### src/rtl/core/hsvk_pkg.sv
// Shared constants, codes and stage payload types for the HSV pixel key.
`default_nettype none
package hsvk_pkg;

    localparam int COLOR_BITS = 8;
    localparam int HUE_W      = 9;
    localparam int SATC_W     = 7;
    localparam int HSUB_W     = COLOR_BITS + 3;
    localparam int PROD_W     = COLOR_BITS + 9;
    localparam int SAT_W      = COLOR_BITS + 7;

    localparam int HUE_SCALE = 60;
    localparam int SAT_SCALE = 100;

    localparam logic [HUE_W-1:0]  HUE_LOW_RESET  = HUE_W'(25);
    localparam logic [HUE_W-1:0]  HUE_HIGH_RESET = HUE_W'(60);
    localparam logic [SATC_W-1:0] SAT_MIN_RESET  = SATC_W'(60);

    localparam int CFG_IDX_W = 2;
    localparam logic [CFG_IDX_W-1:0] CFG_HUE_LOW  = 2'd0;
    localparam logic [CFG_IDX_W-1:0] CFG_HUE_HIGH = 2'd1;
    localparam logic [CFG_IDX_W-1:0] CFG_SAT_MIN  = 2'd2;

    localparam logic [1:0] SEC_RED   = 2'd0;
    localparam logic [1:0] SEC_GREEN = 2'd1;
    localparam logic [1:0] SEC_BLUE  = 2'd2;

    typedef struct packed {
        logic [COLOR_BITS-1:0] red;
        logic [COLOR_BITS-1:0] green;
        logic [COLOR_BITS-1:0] blue;
        logic [COLOR_BITS-1:0] mx;
        logic [COLOR_BITS-1:0] mn;
        logic [1:0]            sector;
    } t_ext;

    typedef struct packed {
        logic [HSUB_W-1:0]     hsub;
        logic [COLOR_BITS-1:0] delta;
        logic [COLOR_BITS-1:0] mx;
        logic                  chroma;
    } t_hue;

    typedef struct packed {
        logic [PROD_W-1:0] hnum;
        logic [PROD_W-1:0] lo_bound;
        logic [PROD_W-1:0] hi_bound;
        logic [SAT_W-1:0]  sat_lhs;
        logic [SAT_W-1:0]  sat_rhs;
        logic              chroma;
    } t_prod;

endpackage
`default_nettype wire

### src/rtl/core/hsvk_extrema.sv
// First stage: maximum, minimum and dominant sector of the pixel.
`default_nettype none
module hsvk_extrema (
    input  wire logic                            i_clk,
    input  wire logic                            i_rst_n,
    input  wire logic                            i_en,
    input  wire logic                            i_valid,
    input  wire logic [hsvk_pkg::COLOR_BITS-1:0] i_red,
    input  wire logic [hsvk_pkg::COLOR_BITS-1:0] i_green,
    input  wire logic [hsvk_pkg::COLOR_BITS-1:0] i_blue,
    output      logic                            o_valid,
    output      hsvk_pkg::t_ext                  o_data
);

    logic           r_valid;
    hsvk_pkg::t_ext r_data;
    hsvk_pkg::t_ext n_data;

    always_comb begin
        n_data.red   = i_red;
        n_data.green = i_green;
        n_data.blue  = i_blue;
        n_data.mx    = (i_red > i_green) ? i_red : i_green;
        n_data.mn    = (i_red < i_green) ? i_red : i_green;
        if (i_blue > n_data.mx) begin
            n_data.mx = i_blue;
        end
        if (i_blue < n_data.mn) begin
            n_data.mn = i_blue;
        end
        // Ties go to red first, then green, as the hue definition requires.
        if (i_red >= i_green && i_red >= i_blue) begin
            n_data.sector = hsvk_pkg::SEC_RED;
        end else if (i_green >= i_blue) begin
            n_data.sector = hsvk_pkg::SEC_GREEN;
        end else begin
            n_data.sector = hsvk_pkg::SEC_BLUE;
        end
    end

    always_ff @(posedge i_clk) begin
        if (!i_rst_n) begin
            r_valid <= 1'b0;
        end else if (i_en) begin
            r_valid <= i_valid;
        end
    end

    always_ff @(posedge i_clk) begin
        if (i_en) begin
            r_data <= n_data;
        end
    end

    assign o_valid = r_valid;
    assign o_data  = r_data;

endmodule
`default_nettype wire

### src/rtl/core/hsvk_sector.sv
// Second stage: chroma and the hue numerator in sixths of a turn.
`default_nettype none
module hsvk_sector (
    input  wire logic           i_clk,
    input  wire logic           i_rst_n,
    input  wire logic           i_en,
    input  wire logic           i_valid,
    input  wire hsvk_pkg::t_ext i_data,
    output      logic           o_valid,
    output      hsvk_pkg::t_hue o_data
);

    logic                            r_valid;
    hsvk_pkg::t_hue                  r_data;
    hsvk_pkg::t_hue                  n_data;
    logic [hsvk_pkg::COLOR_BITS-1:0] delta;
    logic [hsvk_pkg::HSUB_W-1:0]     d_w;
    logic [hsvk_pkg::HSUB_W-1:0]     r_w;
    logic [hsvk_pkg::HSUB_W-1:0]     g_w;
    logic [hsvk_pkg::HSUB_W-1:0]     b_w;

    always_comb begin
        delta = i_data.mx - i_data.mn;
        d_w   = hsvk_pkg::HSUB_W'(delta);
        r_w   = hsvk_pkg::HSUB_W'(i_data.red);
        g_w   = hsvk_pkg::HSUB_W'(i_data.green);
        b_w   = hsvk_pkg::HSUB_W'(i_data.blue);
        // Every sector result lies in [0, 6*delta), so modular arithmetic is exact.
        unique case (i_data.sector)
            hsvk_pkg::SEC_RED: begin
                n_data.hsub = g_w - b_w
                    + ((i_data.green < i_data.blue) ? ((d_w << 2) + (d_w << 1)) : '0);
            end
            hsvk_pkg::SEC_GREEN: begin
                n_data.hsub = (d_w << 1) + b_w - r_w;
            end
            default: begin
                n_data.hsub = (d_w << 2) + r_w - g_w;
            end
        endcase
        n_data.delta  = delta;
        n_data.mx     = i_data.mx;
        n_data.chroma = (delta != '0);
    end

    always_ff @(posedge i_clk) begin
        if (!i_rst_n) begin
            r_valid <= 1'b0;
        end else if (i_en) begin
            r_valid <= i_valid;
        end
    end

    always_ff @(posedge i_clk) begin
        if (i_en) begin
            r_data <= n_data;
        end
    end

    assign o_valid = r_valid;
    assign o_data  = r_data;

endmodule
`default_nettype wire

### src/rtl/core/hsvk_scale.sv
// Third stage: constant and bound products for the cross-multiplied compares.
`default_nettype none
module hsvk_scale (
    input  wire logic                        i_clk,
    input  wire logic                        i_rst_n,
    input  wire logic                        i_en,
    input  wire logic                        i_valid,
    input  wire hsvk_pkg::t_hue              i_data,
    input  wire logic [hsvk_pkg::HUE_W-1:0]  i_hue_low,
    input  wire logic [hsvk_pkg::HUE_W-1:0]  i_hue_high,
    input  wire logic [hsvk_pkg::SATC_W-1:0] i_sat_min,
    output      logic                        o_valid,
    output      hsvk_pkg::t_prod             o_data
);

    logic            r_valid;
    hsvk_pkg::t_prod r_data;
    hsvk_pkg::t_prod n_data;

    always_comb begin
        n_data.hnum     = hsvk_pkg::PROD_W'(i_data.hsub)
                        * hsvk_pkg::PROD_W'(hsvk_pkg::HUE_SCALE);
        n_data.lo_bound = hsvk_pkg::PROD_W'(i_hue_low)  * hsvk_pkg::PROD_W'(i_data.delta);
        n_data.hi_bound = hsvk_pkg::PROD_W'(i_hue_high) * hsvk_pkg::PROD_W'(i_data.delta);
        n_data.sat_lhs  = hsvk_pkg::SAT_W'(i_data.delta)
                        * hsvk_pkg::SAT_W'(hsvk_pkg::SAT_SCALE);
        n_data.sat_rhs  = hsvk_pkg::SAT_W'(i_sat_min) * hsvk_pkg::SAT_W'(i_data.mx);
        n_data.chroma   = i_data.chroma;
    end

    always_ff @(posedge i_clk) begin
        if (!i_rst_n) begin
            r_valid <= 1'b0;
        end else if (i_en) begin
            r_valid <= i_valid;
        end
    end

    always_ff @(posedge i_clk) begin
        if (i_en) begin
            r_data <= n_data;
        end
    end

    assign o_valid = r_valid;
    assign o_data  = r_data;

endmodule
`default_nettype wire

### src/rtl/core/hsvk_compare.sv
// Fourth stage: hue window and saturation compares into the output register.
`default_nettype none
module hsvk_compare (
    input  wire logic            i_clk,
    input  wire logic            i_rst_n,
    input  wire logic            i_en,
    input  wire logic            i_valid,
    input  wire hsvk_pkg::t_prod i_data,
    output      logic            o_valid,
    output      logic            o_in_range
);

    logic r_valid;
    logic r_in_range;
    logic n_in_range;

    assign n_in_range = i_data.chroma
                     && (i_data.hnum >= i_data.lo_bound)
                     && (i_data.hnum <= i_data.hi_bound)
                     && (i_data.sat_lhs >= i_data.sat_rhs);

    always_ff @(posedge i_clk) begin
        if (!i_rst_n) begin
            r_valid <= 1'b0;
        end else if (i_en) begin
            r_valid <= i_valid;
        end
    end

    always_ff @(posedge i_clk) begin
        if (i_en) begin
            r_in_range <= n_in_range;
        end
    end

    assign o_valid    = r_valid;
    assign o_in_range = r_in_range;

endmodule
`default_nettype wire

### src/rtl/core/hsv_hue_saturation_pixel_key.sv
// Throughput: one pixel per clock while key beats are taken; each stage holds when its
// successor is full and stalled, so bubbles are squeezed out and a stall loses or
// repeats nothing. One register per stage sets the rate; intake stalls only when all
// four stages are full and the output beat is not taken.
// Reset (synchronous, active low) empties every stage and loads the default bounds:
// hue 25 to 60 degrees and saturation of at least 60 percent.
`default_nettype none
module hsv_hue_saturation_pixel_key (
    input  wire logic                             i_clk,
    input  wire logic                             i_rst_n,
    // Configuration write port.
    input  wire logic                             i_cfg_wr_en,
    input  wire logic [hsvk_pkg::CFG_IDX_W-1:0]   i_cfg_index,
    input  wire logic [hsvk_pkg::HUE_W-1:0]       i_cfg_wr_data,
    // Pixel input channel.
    input  wire logic                             i_pix_valid,
    output      logic                             o_pix_ready,
    input  wire logic [hsvk_pkg::COLOR_BITS-1:0]  i_red,
    input  wire logic [hsvk_pkg::COLOR_BITS-1:0]  i_green,
    input  wire logic [hsvk_pkg::COLOR_BITS-1:0]  i_blue,
    // Key output channel.
    output      logic                             o_key_valid,
    input  wire logic                             i_key_ready,
    output      logic                             o_in_range
);

    logic [hsvk_pkg::HUE_W-1:0]  r_hue_low;
    logic [hsvk_pkg::HUE_W-1:0]  r_hue_high;
    logic [hsvk_pkg::SATC_W-1:0] r_sat_min;

    logic            s1_valid;
    logic            s2_valid;
    logic            s3_valid;
    hsvk_pkg::t_ext  s1_data;
    hsvk_pkg::t_hue  s2_data;
    hsvk_pkg::t_prod s3_data;

    logic en1;
    logic en2;
    logic en3;
    logic en4;

    // Configuration registers, read live by the stages with no shadow copy. Writes must come
    // only while the pipeline is empty; nothing here enforces it. An unknown index is dropped.
    always_ff @(posedge i_clk) begin
        if (!i_rst_n) begin
            r_hue_low  <= hsvk_pkg::HUE_LOW_RESET;
            r_hue_high <= hsvk_pkg::HUE_HIGH_RESET;
            r_sat_min  <= hsvk_pkg::SAT_MIN_RESET;
        end else if (i_cfg_wr_en) begin
            unique case (i_cfg_index)
                hsvk_pkg::CFG_HUE_LOW:  r_hue_low  <= i_cfg_wr_data;
                hsvk_pkg::CFG_HUE_HIGH: r_hue_high <= i_cfg_wr_data;
                hsvk_pkg::CFG_SAT_MIN:  r_sat_min  <= i_cfg_wr_data[hsvk_pkg::SATC_W-1:0];
                default: begin
                end
            endcase
        end
    end

    // A stage may load when it is empty or when the stage after it moves on. The output
    // stage moves on when its beat is taken, so a waiting result never blocks intake
    // while any earlier stage still has room.
    assign en4 = !o_key_valid || i_key_ready;
    assign en3 = !s3_valid || en4;
    assign en2 = !s2_valid || en3;
    assign en1 = !s1_valid || en2;

    assign o_pix_ready = en1;

    hsvk_extrema u_extrema (
        .i_clk   (i_clk),
        .i_rst_n (i_rst_n),
        .i_en    (en1),
        .i_valid (i_pix_valid),
        .i_red   (i_red),
        .i_green (i_green),
        .i_blue  (i_blue),
        .o_valid (s1_valid),
        .o_data  (s1_data)
    );

    hsvk_sector u_sector (
        .i_clk   (i_clk),
        .i_rst_n (i_rst_n),
        .i_en    (en2),
        .i_valid (s1_valid),
        .i_data  (s1_data),
        .o_valid (s2_valid),
        .o_data  (s2_data)
    );

    hsvk_scale u_scale (
        .i_clk      (i_clk),
        .i_rst_n    (i_rst_n),
        .i_en       (en3),
        .i_valid    (s2_valid),
        .i_data     (s2_data),
        .i_hue_low  (r_hue_low),
        .i_hue_high (r_hue_high),
        .i_sat_min  (r_sat_min),
        .o_valid    (s3_valid),
        .o_data     (s3_data)
    );

    // The final stage doubles as the output register of the key channel.
    hsvk_compare u_compare (
        .i_clk      (i_clk),
        .i_rst_n    (i_rst_n),
        .i_en       (en4),
        .i_valid    (s3_valid),
        .i_data     (s3_data),
        .o_valid    (o_key_valid),
        .o_in_range (o_in_range)
    );

endmodule
`default_nettype wire
### config.mk
export PLATFORM = sky130hd
export DESIGN_NAME = hsv_hue_saturation_pixel_key
export DESIGN_NICKNAME = d
export VERILOG_FILES = /design/src/rtl/core/hsvk_pkg.sv /design/src/rtl/core/hsvk_extrema.sv /design/src/rtl/core/hsvk_sector.sv /design/src/rtl/core/hsvk_scale.sv /design/src/rtl/core/hsvk_compare.sv /design/src/rtl/core/hsv_hue_saturation_pixel_key.sv
export SDC_FILE = /design/constraint.sdc
export NUM_CORES = 1
export LEC_CHECK = 0
export BUFFER_PORTS_ARGS = -buffer_cell sky130_fd_sc_hd__buf_2
export CAP_MARGIN = 15
export CORE_MARGIN = 2
export CORE_UTILIZATION = 55
export DETAILED_ROUTE_END_ITERATION = 8
export GPL_TIMING_DRIVEN = 1
export HOLD_SLACK_MARGIN = 0.06
export PLACE_DENSITY_LB_ADDON = 0.1
export SYNTH_ARGS = -nofsm -noshare
export SYNTH_HDL_FRONTEND = slang
export SYNTH_SLANG_ARGS = --single-unit
### constraint.sdc
create_clock -name i_clk -period 5.1 [get_ports i_clk]
set_input_delay 0.255 -clock i_clk [delete_from_list [all_inputs] [get_ports i_clk]]
set_output_delay 0.255 -clock i_clk [all_outputs]
set_load 0.005 [all_outputs]
==> results.rst, run 1 <==
.. list-table::
   :header-rows: 1

   * - Metric
     - Value
   * - Peak Freq
     - 205 MHz
   * - Mean Syn Cell Area
     - 9.99 µm²
   * - Global route total overflow
     - 0
   * - Setup CP Type
     - reg -> reg
   * - Die Area
     - 35000 µm²
   * - Layout Nets
     - 2403
   * - Area of the core
     - 33300 µm²
   * - Library cell with the highest instance count after synthesis
     - ha_1
   * - Antenna viol nets, final
     - 0
   * - Sequential fraction of the synthesis area
     - 27.4%
   * - Initial core utilization
     - 55.4%
   * - Library cell with the largest summed area after synthesis
     - edfxtp_1
   * - Cell at the root of the clock tree
     - clkbuf_16
   * - Data required time at the worst endpoint
     - 5300 ps
   * - Register area
     - 5050 µm²
   * - First-pass detailed-route iteration total
     - 5
   * - Maximum fanout along the worst path
     - 8
   * - Clock tree from TritonCTS
     - done
   * - Maximum buffer depth of the clock tree
     - 2
   * - Minimum clock period after layout
     - 4870 ps
   * - Number of clock sinks seen by CTS
     - 178
   * - Vias after detailed routing
     - 12800
   * - Max-slew headroom at the worst pin
     - 30.1%
   * - Maximum Capacitance Violations
     - 0
   * - Initial drt markers
     - 692
   * - Final clock skew
     - 8.78 ps
   * - Netlist area before placement
     - 18400 µm²
   * - Total setup violations reported at the end of the flow
     - 0
   * - Synth top area cells
     - edfxtp_1 24%, ha_1 20%, fa_1 16%
   * - Crit path launch type
     - flip-flop
   * - Vertical die dimension
     - 187 µm
   * - Fillers
     - 2862
   * - Diode insertion count for antenna repair
     - 0
   * - Later-pin clock latency in the skew report
     - 450 ps
   * - Class of the worst hold path
     - in -> reg
   * - Detailed-route wire length
     - 39300 µm
   * - Share of the clock period used by the worst path
     - 95.4%
   * - Signed area change from the synthesized netlist to the final layout
     - 8.92%
   * - Maximum number of pins on one net before global-route repair
     - 79
   * - Post-DR vias/cell
     - 5.36
   * - Via count of the first global-routing pass
     - 13100
   * - Initial antenna violation count
     - 0
   * - Number of enable flip-flop cells after synthesis
     - 149
   * - Unrepaired setup endpoints after global routing
     - false
   * - Critical Path Sink Type
     - flip-flop
   * - Count of final hold-check violations
     - 0
   * - CP arrival
     - 5070 ps
   * - Final Wtd Congestion
     - 0.891
   * - Buffers on Ports
     - 42
   * - Clock transition time at the flip-flop clock pins of the worst setup and hold paths
     - 80 ps
   * - Number of pins exceeding their max-slew limit in the final report
     - 0
   * - Actual transition at the worst max-transition pin
     - 1050 ps
   * - Synth Net Count
     - 2328
   * - Number of instances in the synthesized netlist
     - 1847
   * - First-pass GRT wire length
     - 65600 µm
   * - Drc violations
     - 0
   * - Portion of synthesized cell area occupied by the leading cell type
     - 24.3%
   * - Outcome
     - finished, final reports clean
   * - Register bit count reported by yosys
     - 178
   * - H-Tree Level Count
     - 4
   * - Setup TNS
     - 0 ps
   * - # IOs
     - 43
   * - WL per Instance
     - 16.5 µm
   * - Dpl hpwl
     - 31700 µm
   * - Flip-flop cell with the highest count after synthesis
     - edfxtp_1
   * - Number of rows in the core area
     - 67
   * - Top post-synthesis cells by count
     - 293 x ha_1, 282 x inv_1, 172 x nand2_1
   * - Horizontal extent of the die
     - 187 µm
   * - Ys async rst share
     - 0%
   * - Fraction of final layout cells sized beyond drive strength 1
     - 6.67%
   * - Number of buffers created by CTS
     - 17
   * - Tot GR Track Use
     - 23.7%
   * - Distinct cells, synth
     - 67
   * - Total area of multi-input combinational cells
     - 12200 µm²
   * - Synthesis Warnings
     - 0
[critical path: stages (launching register included)]
cell	delay (ps)
edfxtp_1	530
and2_1	240
fa_1	500
inv_1	50
fa_1	530
inv_1	50
fa_1	460
fa_1	490
ha_1	260
nor3_1	200
o21ai_0	160
nand2_1	90
o21ai_0	110
or4_1	440
a2111o_1	380
o211a_1	130
[per-stage QoR]
stage                     utilization (%)  setup slack [ps]  cell area (µm²)  hold slack (ps)  cells
after floorplan                         -               221            18400              354   1847
after global placement               57.9               303            19300              413   2326
after detailed placement             57.9               203            19300              442   2326
after CTS                            60.3               167            20100             63.4   2378
after global routing                 60.4              16.4            20100             70.7   2382
final                                60.4               233            20100             79.3   2382
[logic make-up after synthesis]
group	synth area share, %
compound gates	9.38
mux	2.92
xor+xnor	4.65
flops	27.4
fa+ha+maj	36.0
buf+inv	6.57
simple gates	13.0
[per-layer routing]
metal	wire [µm]	global-route usage (%)	vias to the layer above
met1	18600	32.3	6168
met3	1160	2.72	45
li1	-	-	6374
met4	928	7.60	0
met5	0	0	-
met2	18600	39.6	190
[flip-flops by register name, indices dropped and copies added (netlist names)]
register              cells
u_sector.o_data          28
u_compare.o_in_range      1
u_compare.o_valid         1
r_hue_low                 9
r_hue_high                9
u_extrema.o_valid         1
u_scale.o_valid           1
u_extrema.o_data         42
u_scale.o_data           78
r_sat_min                 7
u_sector.o_valid          1
[layout make-up]
class	count	share of cell area, %
clock inverters	14	0.691
flip-flops and latches	178	25.2
inverters	283	5.29
multi-input cells	1348	60.7
clock buffers	17	2.12
well taps	448	2.79
repair buffers	94	3.24
[cell usage in the layout, fill, tap and decap left out, drive strengths merged, types with 17 or more instances in the layout]
master       count
nand2          173
nor2            76
xor2            24
a21o            36
and2            94
inv            290
nor3            29
clkbuf          17
o21ai           50
nor2b           30
xnor2           73
ha             293
edfxtp         149
o21a            19
fa             148
a21oi           83
dfxtp           29
dlygate4sd3     21
nand3           30
mux2i           49
buf             73
[what timing repair did]
item	4_1_cts	5_1_grt
setup buffers	0	4
hold endpoints to repair	21	0
setup endpoints to repair	0	2
gates resized for setup	0	2
hold buffers	21	0
[path summary, 6_finish.rpt]
| path | end | startpoint | slack [ps] | cells past startpoint |
|---|---|---|---|---|
| worst max-delay path | u_scale.o_data[64] | u_sector.o_data[12] | 230 | 15 |
| worst min-delay path | u_extrema.o_data[36] | i_red[2] | 80 | 1 |
| worst max register to register | u_scale.o_data[64] | u_sector.o_data[12] | 230 | 15 |
| worst min register to register | u_scale.o_data[0] | u_sector.o_data[0] | 450 | 0 |
Power of run 1 is not shown: default switching activity piles up to over one toggle a cycle in this logic, so the estimate is an artifact.
==> run 2: changes to the inputs <==
BUFFER_PORTS_ARGS = not set   (was -buffer_cell sky130_fd_sc_hd__buf_2)
DONT_BUFFER_PORTS = 1   (was not set)
==> results.rst, run 2 (synthesis results as in run 1) <==
.. list-table::
   :header-rows: 1

   * - Metric
     - Value
   * - Outcome
     - finished, final reports clean
   * - Class of the worst hold path
     - in -> reg
   * - Post-cts resize count
     - 0
   * - Via count of the first global-routing pass
     - 13300
   * - Setup TNS
     - 0 ps
   * - Vertical die dimension
     - 187 µm
   * - Hold Path Stages
     - 2
   * - Area of the core
     - 33300 µm²
   * - Initial drt markers
     - 674
   * - Antenna viol nets, final
     - 0
   * - Most common cell after layout, fill and taps aside
     - ha_1
   * - Max reg flops
     - 78
   * - WL per Instance
     - 16.6 µm
   * - Minimum clock period after layout
     - 4830 ps
   * - Fillers
     - 2840
   * - Initial antenna violation count
     - 1
   * - Detailed-route wire length
     - 39100 µm
   * - H-Tree Level Count
     - 4
   * - Signed area change from the synthesized netlist to the final layout
     - 8.64%
   * - Maximum fanout along the worst path
     - 9
   * - Maximum buffer depth of the clock tree
     - 2
   * - Slack of the worst reg-to-reg path
     - 270 ps
   * - Layout Nets
     - 2377
   * - CP arrival
     - 5030 ps
   * - Number of clock sinks seen by CTS
     - 178
   * - Setup CP Type
     - reg -> reg
   * - Data required time at the worst endpoint
     - 5290 ps
   * - Vias after detailed routing
     - 12800
   * - Total setup violations reported at the end of the flow
     - 0
   * - First-pass detailed-route iteration total
     - 5
   * - Number of pins exceeding their max-slew limit in the final report
     - 0
   * - Dpl hpwl
     - 31800 µm
   * - # IOs
     - 43
   * - Clock transition time at the flip-flop clock pins of the worst setup and hold paths
     - 80 ps
   * - Crit path launch type
     - flip-flop
   * - Count of final hold-check violations
     - 0
   * - Later-pin clock latency in the skew report
     - 450 ps
   * - First-pass GRT wire length
     - 66900 µm
   * - Peak Freq
     - 207 MHz
   * - Actual transition at the worst max-transition pin
     - 1070 ps
   * - Drc violations
     - 0
   * - Die Area
     - 35000 µm²
   * - Cell at the root of the clock tree
     - clkbuf_16
   * - Post-DR vias/cell
     - 5.42
   * - Buffers on Ports
     - 0
   * - Maximum number of pins on one net before global-route repair
     - 79
   * - R2R depth
     - 16
   * - Unrepaired setup endpoints after global routing
     - false
   * - Maximum Capacitance Violations
     - 0
   * - Global route total overflow
     - 0
   * - Top library cells by usage in the layout, fill and taps aside
     - 293 x ha_1, 282 x inv_1, 170 x nand2_1
   * - Horizontal extent of the die
     - 187 µm
   * - Clock tree from TritonCTS
     - done
   * - Final clock skew
     - 11.6 ps
   * - Final Wtd Congestion
     - 0.916
   * - Diode insertion count for antenna repair
     - 0
   * - Share of the clock period used by the worst path
     - 94.8%
   * - Number of rows in the core area
     - 67
   * - Fraction of final layout cells sized beyond drive strength 1
     - 4.51%
   * - Max-slew headroom at the worst pin
     - 28.6%
   * - Number of buffers created by CTS
     - 17
   * - Tot GR Track Use
     - 23.9%
   * - Critical Path Sink Type
     - flip-flop
   * - Initial core utilization
     - 55.4%
[run 2: changes by cell type in the layout (fill, tap and decap cells not counted), moves of 2 or more]
cell / previous run / this run
clkinv_4: 2 / 4
buf_4: 30 / 32
buf_2: 43 / 0
clkinvlp_4: 2 / 0
dlygate4sd3_1: 21 / 36
[run 2: timing repair]
action                                 in CTS  in global routing
hold buffers                               36                  0
setup buffers                               0                  4
setup endpoints to repair                   0                  1
endpoints found under the hold margin      55                  0
[run 2: critical path, cell delays in order, from the launching register on]
cell	delay [ps]
edfxtp_1	500
buf_4	220
and2_1	160
fa_1	390
fa_1	540
inv_1	50
fa_1	460
fa_1	540
inv_1	40
ha_1	320
o21a_1	130
o21ai_0	150
nand2b_1	100
a31o_2	260
a41o_1	250
o41ai_1	350
xnor2_1	120
[run 2: final cells by class]
class	instances	area, µm²	share of cell area [%]
Inverter	283	1060	5.30
Sequential cell	178	5050	25.2
Clock buffer	17	425	2.12
Timing Repair Buffer	68	601	3.00
Clock inverter	14	143	0.712
Multi-Input combinational cell	1348	12200	60.9
Tap cell	448	561	2.80
[run 2: worst paths after layout]
kind,startpoint,end
max,u_sector.o_data[11],u_scale.o_data[46]
min,i_key_ready,u_compare.o_valid
max reg2reg,u_sector.o_data[11],u_scale.o_data[46]
min reg2reg,u_sector.o_data[0],u_scale.o_data[0]
[run 2: stage by stage]
step	worst slack [ps]	instances	instance area (µm²)	utilization, %	hold WS (ps)
2_1_floorplan	221	1847	18400	-	354
3_3_place_gp	301	2285	19100	57.3	330
3_5_place_dp	245	2285	19100	57.3	331
4_1_cts	220	2352	20000	60.1	99.6
5_1_grt	36.5	2356	20000	60.2	134
6_report	266	2356	20000	60.2	116
[run 2: layer usage]
metal / share of wire [%] / GRT usage [%] / wire [µm]
met5: 0.033 / 0 / 13
met4: 2.4 / 6.50 / 935
met3: 3.4 / 3.62 / 1340
met2: 48 / 39.9 / 18600
met1: 47 / 32.5 / 18200
Power of run 2 is left out for the same reason.
==> run 3: changes to the inputs <==
CORE_UTILIZATION = 60   (was 55)
==> results.rst, run 3 (synthesis results as in run 1) <==
.. list-table::
   :header-rows: 1

   * - Metric
     - Value
   * - Outcome
     - finished, final reports clean
   * - Final Wtd Congestion
     - 0.886
   * - Global route total overflow
     - 0
   * - Total setup violations reported at the end of the flow
     - 0
   * - Vertical die dimension
     - 179 µm
   * - # IOs
     - 43
   * - Most common cell after layout, fill and taps aside
     - ha_1
   * - Number of buffers created by CTS
     - 17
   * - Initial core utilization
     - 60.6%
   * - Placed instance count
     - 2229
   * - Signed area change from the synthesized netlist to the final layout
     - 8.33%
   * - Setup CP Type
     - reg -> reg
   * - Final clock skew
     - 14.0 ps
   * - Dpl hpwl
     - 31400 µm
   * - Via count of the first global-routing pass
     - 13200
   * - Vias after detailed routing
     - 12900
   * - WL per Instance
     - 16.9 µm
   * - Diode insertion count for antenna repair
     - 0
   * - Final non-filler cell area
     - 20000 µm²
   * - Crit path launch type
     - flip-flop
   * - Class of the worst hold path
     - in -> reg
   * - Horizontal extent of the die
     - 179 µm
   * - Initial antenna violation count
     - 0
   * - Fraction of final layout cells sized beyond drive strength 1
     - 4.40%
   * - Number of pins exceeding their max-slew limit in the final report
     - 0
   * - First-pass detailed-route iteration total
     - 5
   * - Initial drt markers
     - 658
   * - Data required time at the worst endpoint
     - 5310 ps
   * - Antenna viol nets, final
     - 0
   * - Number of rows in the core area
     - 64
   * - Critical Path Sink Type
     - flip-flop
   * - Later-pin clock latency in the skew report
     - 460 ps
   * - Drc violations
     - 0
   * - Clock transition time at the flip-flop clock pins of the worst setup and hold paths
     - 80 ps
   * - Buffers on Ports
     - 0
   * - Fillers
     - 2481
   * - Peak Freq
     - 207 MHz
   * - Post-place instance area
     - 19000 µm²
   * - Maximum number of pins on one net before global-route repair
     - 79
   * - Area of the core
     - 30400 µm²
   * - Number of clock sinks seen by CTS
     - 178
   * - Top library cells by usage in the layout, fill and taps aside
     - 293 x ha_1, 282 x inv_1, 170 x nand2_1
   * - Detailed-route wire length
     - 38900 µm
   * - Count of final hold-check violations
     - 0
   * - Layout Nets
     - 2375
   * - Share of the clock period used by the worst path
     - 94.8%
   * - Final non-filler cell total
     - 2303
   * - Cell at the root of the clock tree
     - clkbuf_16
   * - Tot GR Track Use
     - 25.9%
   * - Minimum clock period after layout
     - 4830 ps
   * - Clock tree from TritonCTS
     - done
   * - CP arrival
     - 5040 ps
   * - First-pass GRT wire length
     - 64900 µm
   * - Setup TNS
     - 0 ps
   * - Actual transition at the worst max-transition pin
     - 1100 ps
   * - H-Tree Level Count
     - 4
   * - Post-DR vias/cell
     - 5.59
   * - Max reg flops
     - 78
   * - Maximum fanout along the worst path
     - 8
   * - Maximum buffer depth of the clock tree
     - 2
   * - Unrepaired setup endpoints after global routing
     - false
   * - Die Area
     - 32200 µm²
   * - Maximum Capacitance Violations
     - 0
   * - Max-slew headroom at the worst pin
     - 27.0%
-- run 3: cell types whose count changed in the layout (fill, tap and decap cells not counted), sizes merged --
cell,change
clkinvlp,+2
bufinv,+1
clkinv,-2
buf,-2
-- run 3: timing repair --
action                     CTS  global route
setup endpoints to repair    0             1
hold buffers                36             0
resized for setup            0             1
hold endpoints to repair    55             0
setup buffers                0             6
-- run 3: path summary, 6_finish.rpt --
path	from	cells past startpoint	slack [ps]	end
worst min-delay path	i_blue[1]	2	100	u_extrema.o_data[3]
worst max register to register	u_sector.o_data[13]	15	270	u_scale.o_data[64]
worst min register to register	u_sector.o_data[0]	0	430	u_scale.o_data[0]
worst max-delay path	u_sector.o_data[13]	15	270	u_scale.o_data[64]
-- run 3: layer usage --
layer | share of wire [%] | vias to the layer above | global-route usage [%]
li1 | - | 6324 | -
met1 | 46 | 6266 | 33.8
met2 | 48 | 220 | 44.1
met3 | 3.3 | 66 | 4.01
met4 | 2.8 | 0 | 9.14
met5 | 0 | - | 0
-- run 3: final cells by class --
cell class,instances,area [µm²],area share (%)
Clock inverter,15,170,0.851
Sequential cell,178,5050,25.3
Multi-Input combinational cell,1348,12200,61.0
Inverter,283,1060,5.32
Clock buffer,17,425,2.13
Tap cell,396,495,2.48
Timing Repair Buffer,66,586,2.93
-- run 3: per-stage QoR --
step	util [%]	hold slack [ps]	worst slack [ps]
finish	65.7	95.6	266
CTS	65.5	77.4	202
global placement	62.4	321	297
floorplan	-	354	221
global route	65.7	107	16.2
detailed placement	62.4	322	230
-- run 3: worst max-delay path, stage by stage (launching register included) --
cell and delay (ps):
edfxtp_1 490, buf_4 170, nand2_1 70, fa_1 510, fa_1 520, inv_1 60
fa_1 500, fa_1 490, ha_1 370, nor3_1 200, nor2_1 90, nand2_1 70
o21ai_0 110, or4_1 430, a2111o_1 380, o211a_1 130
Power of run 3 is left out for the same reason.
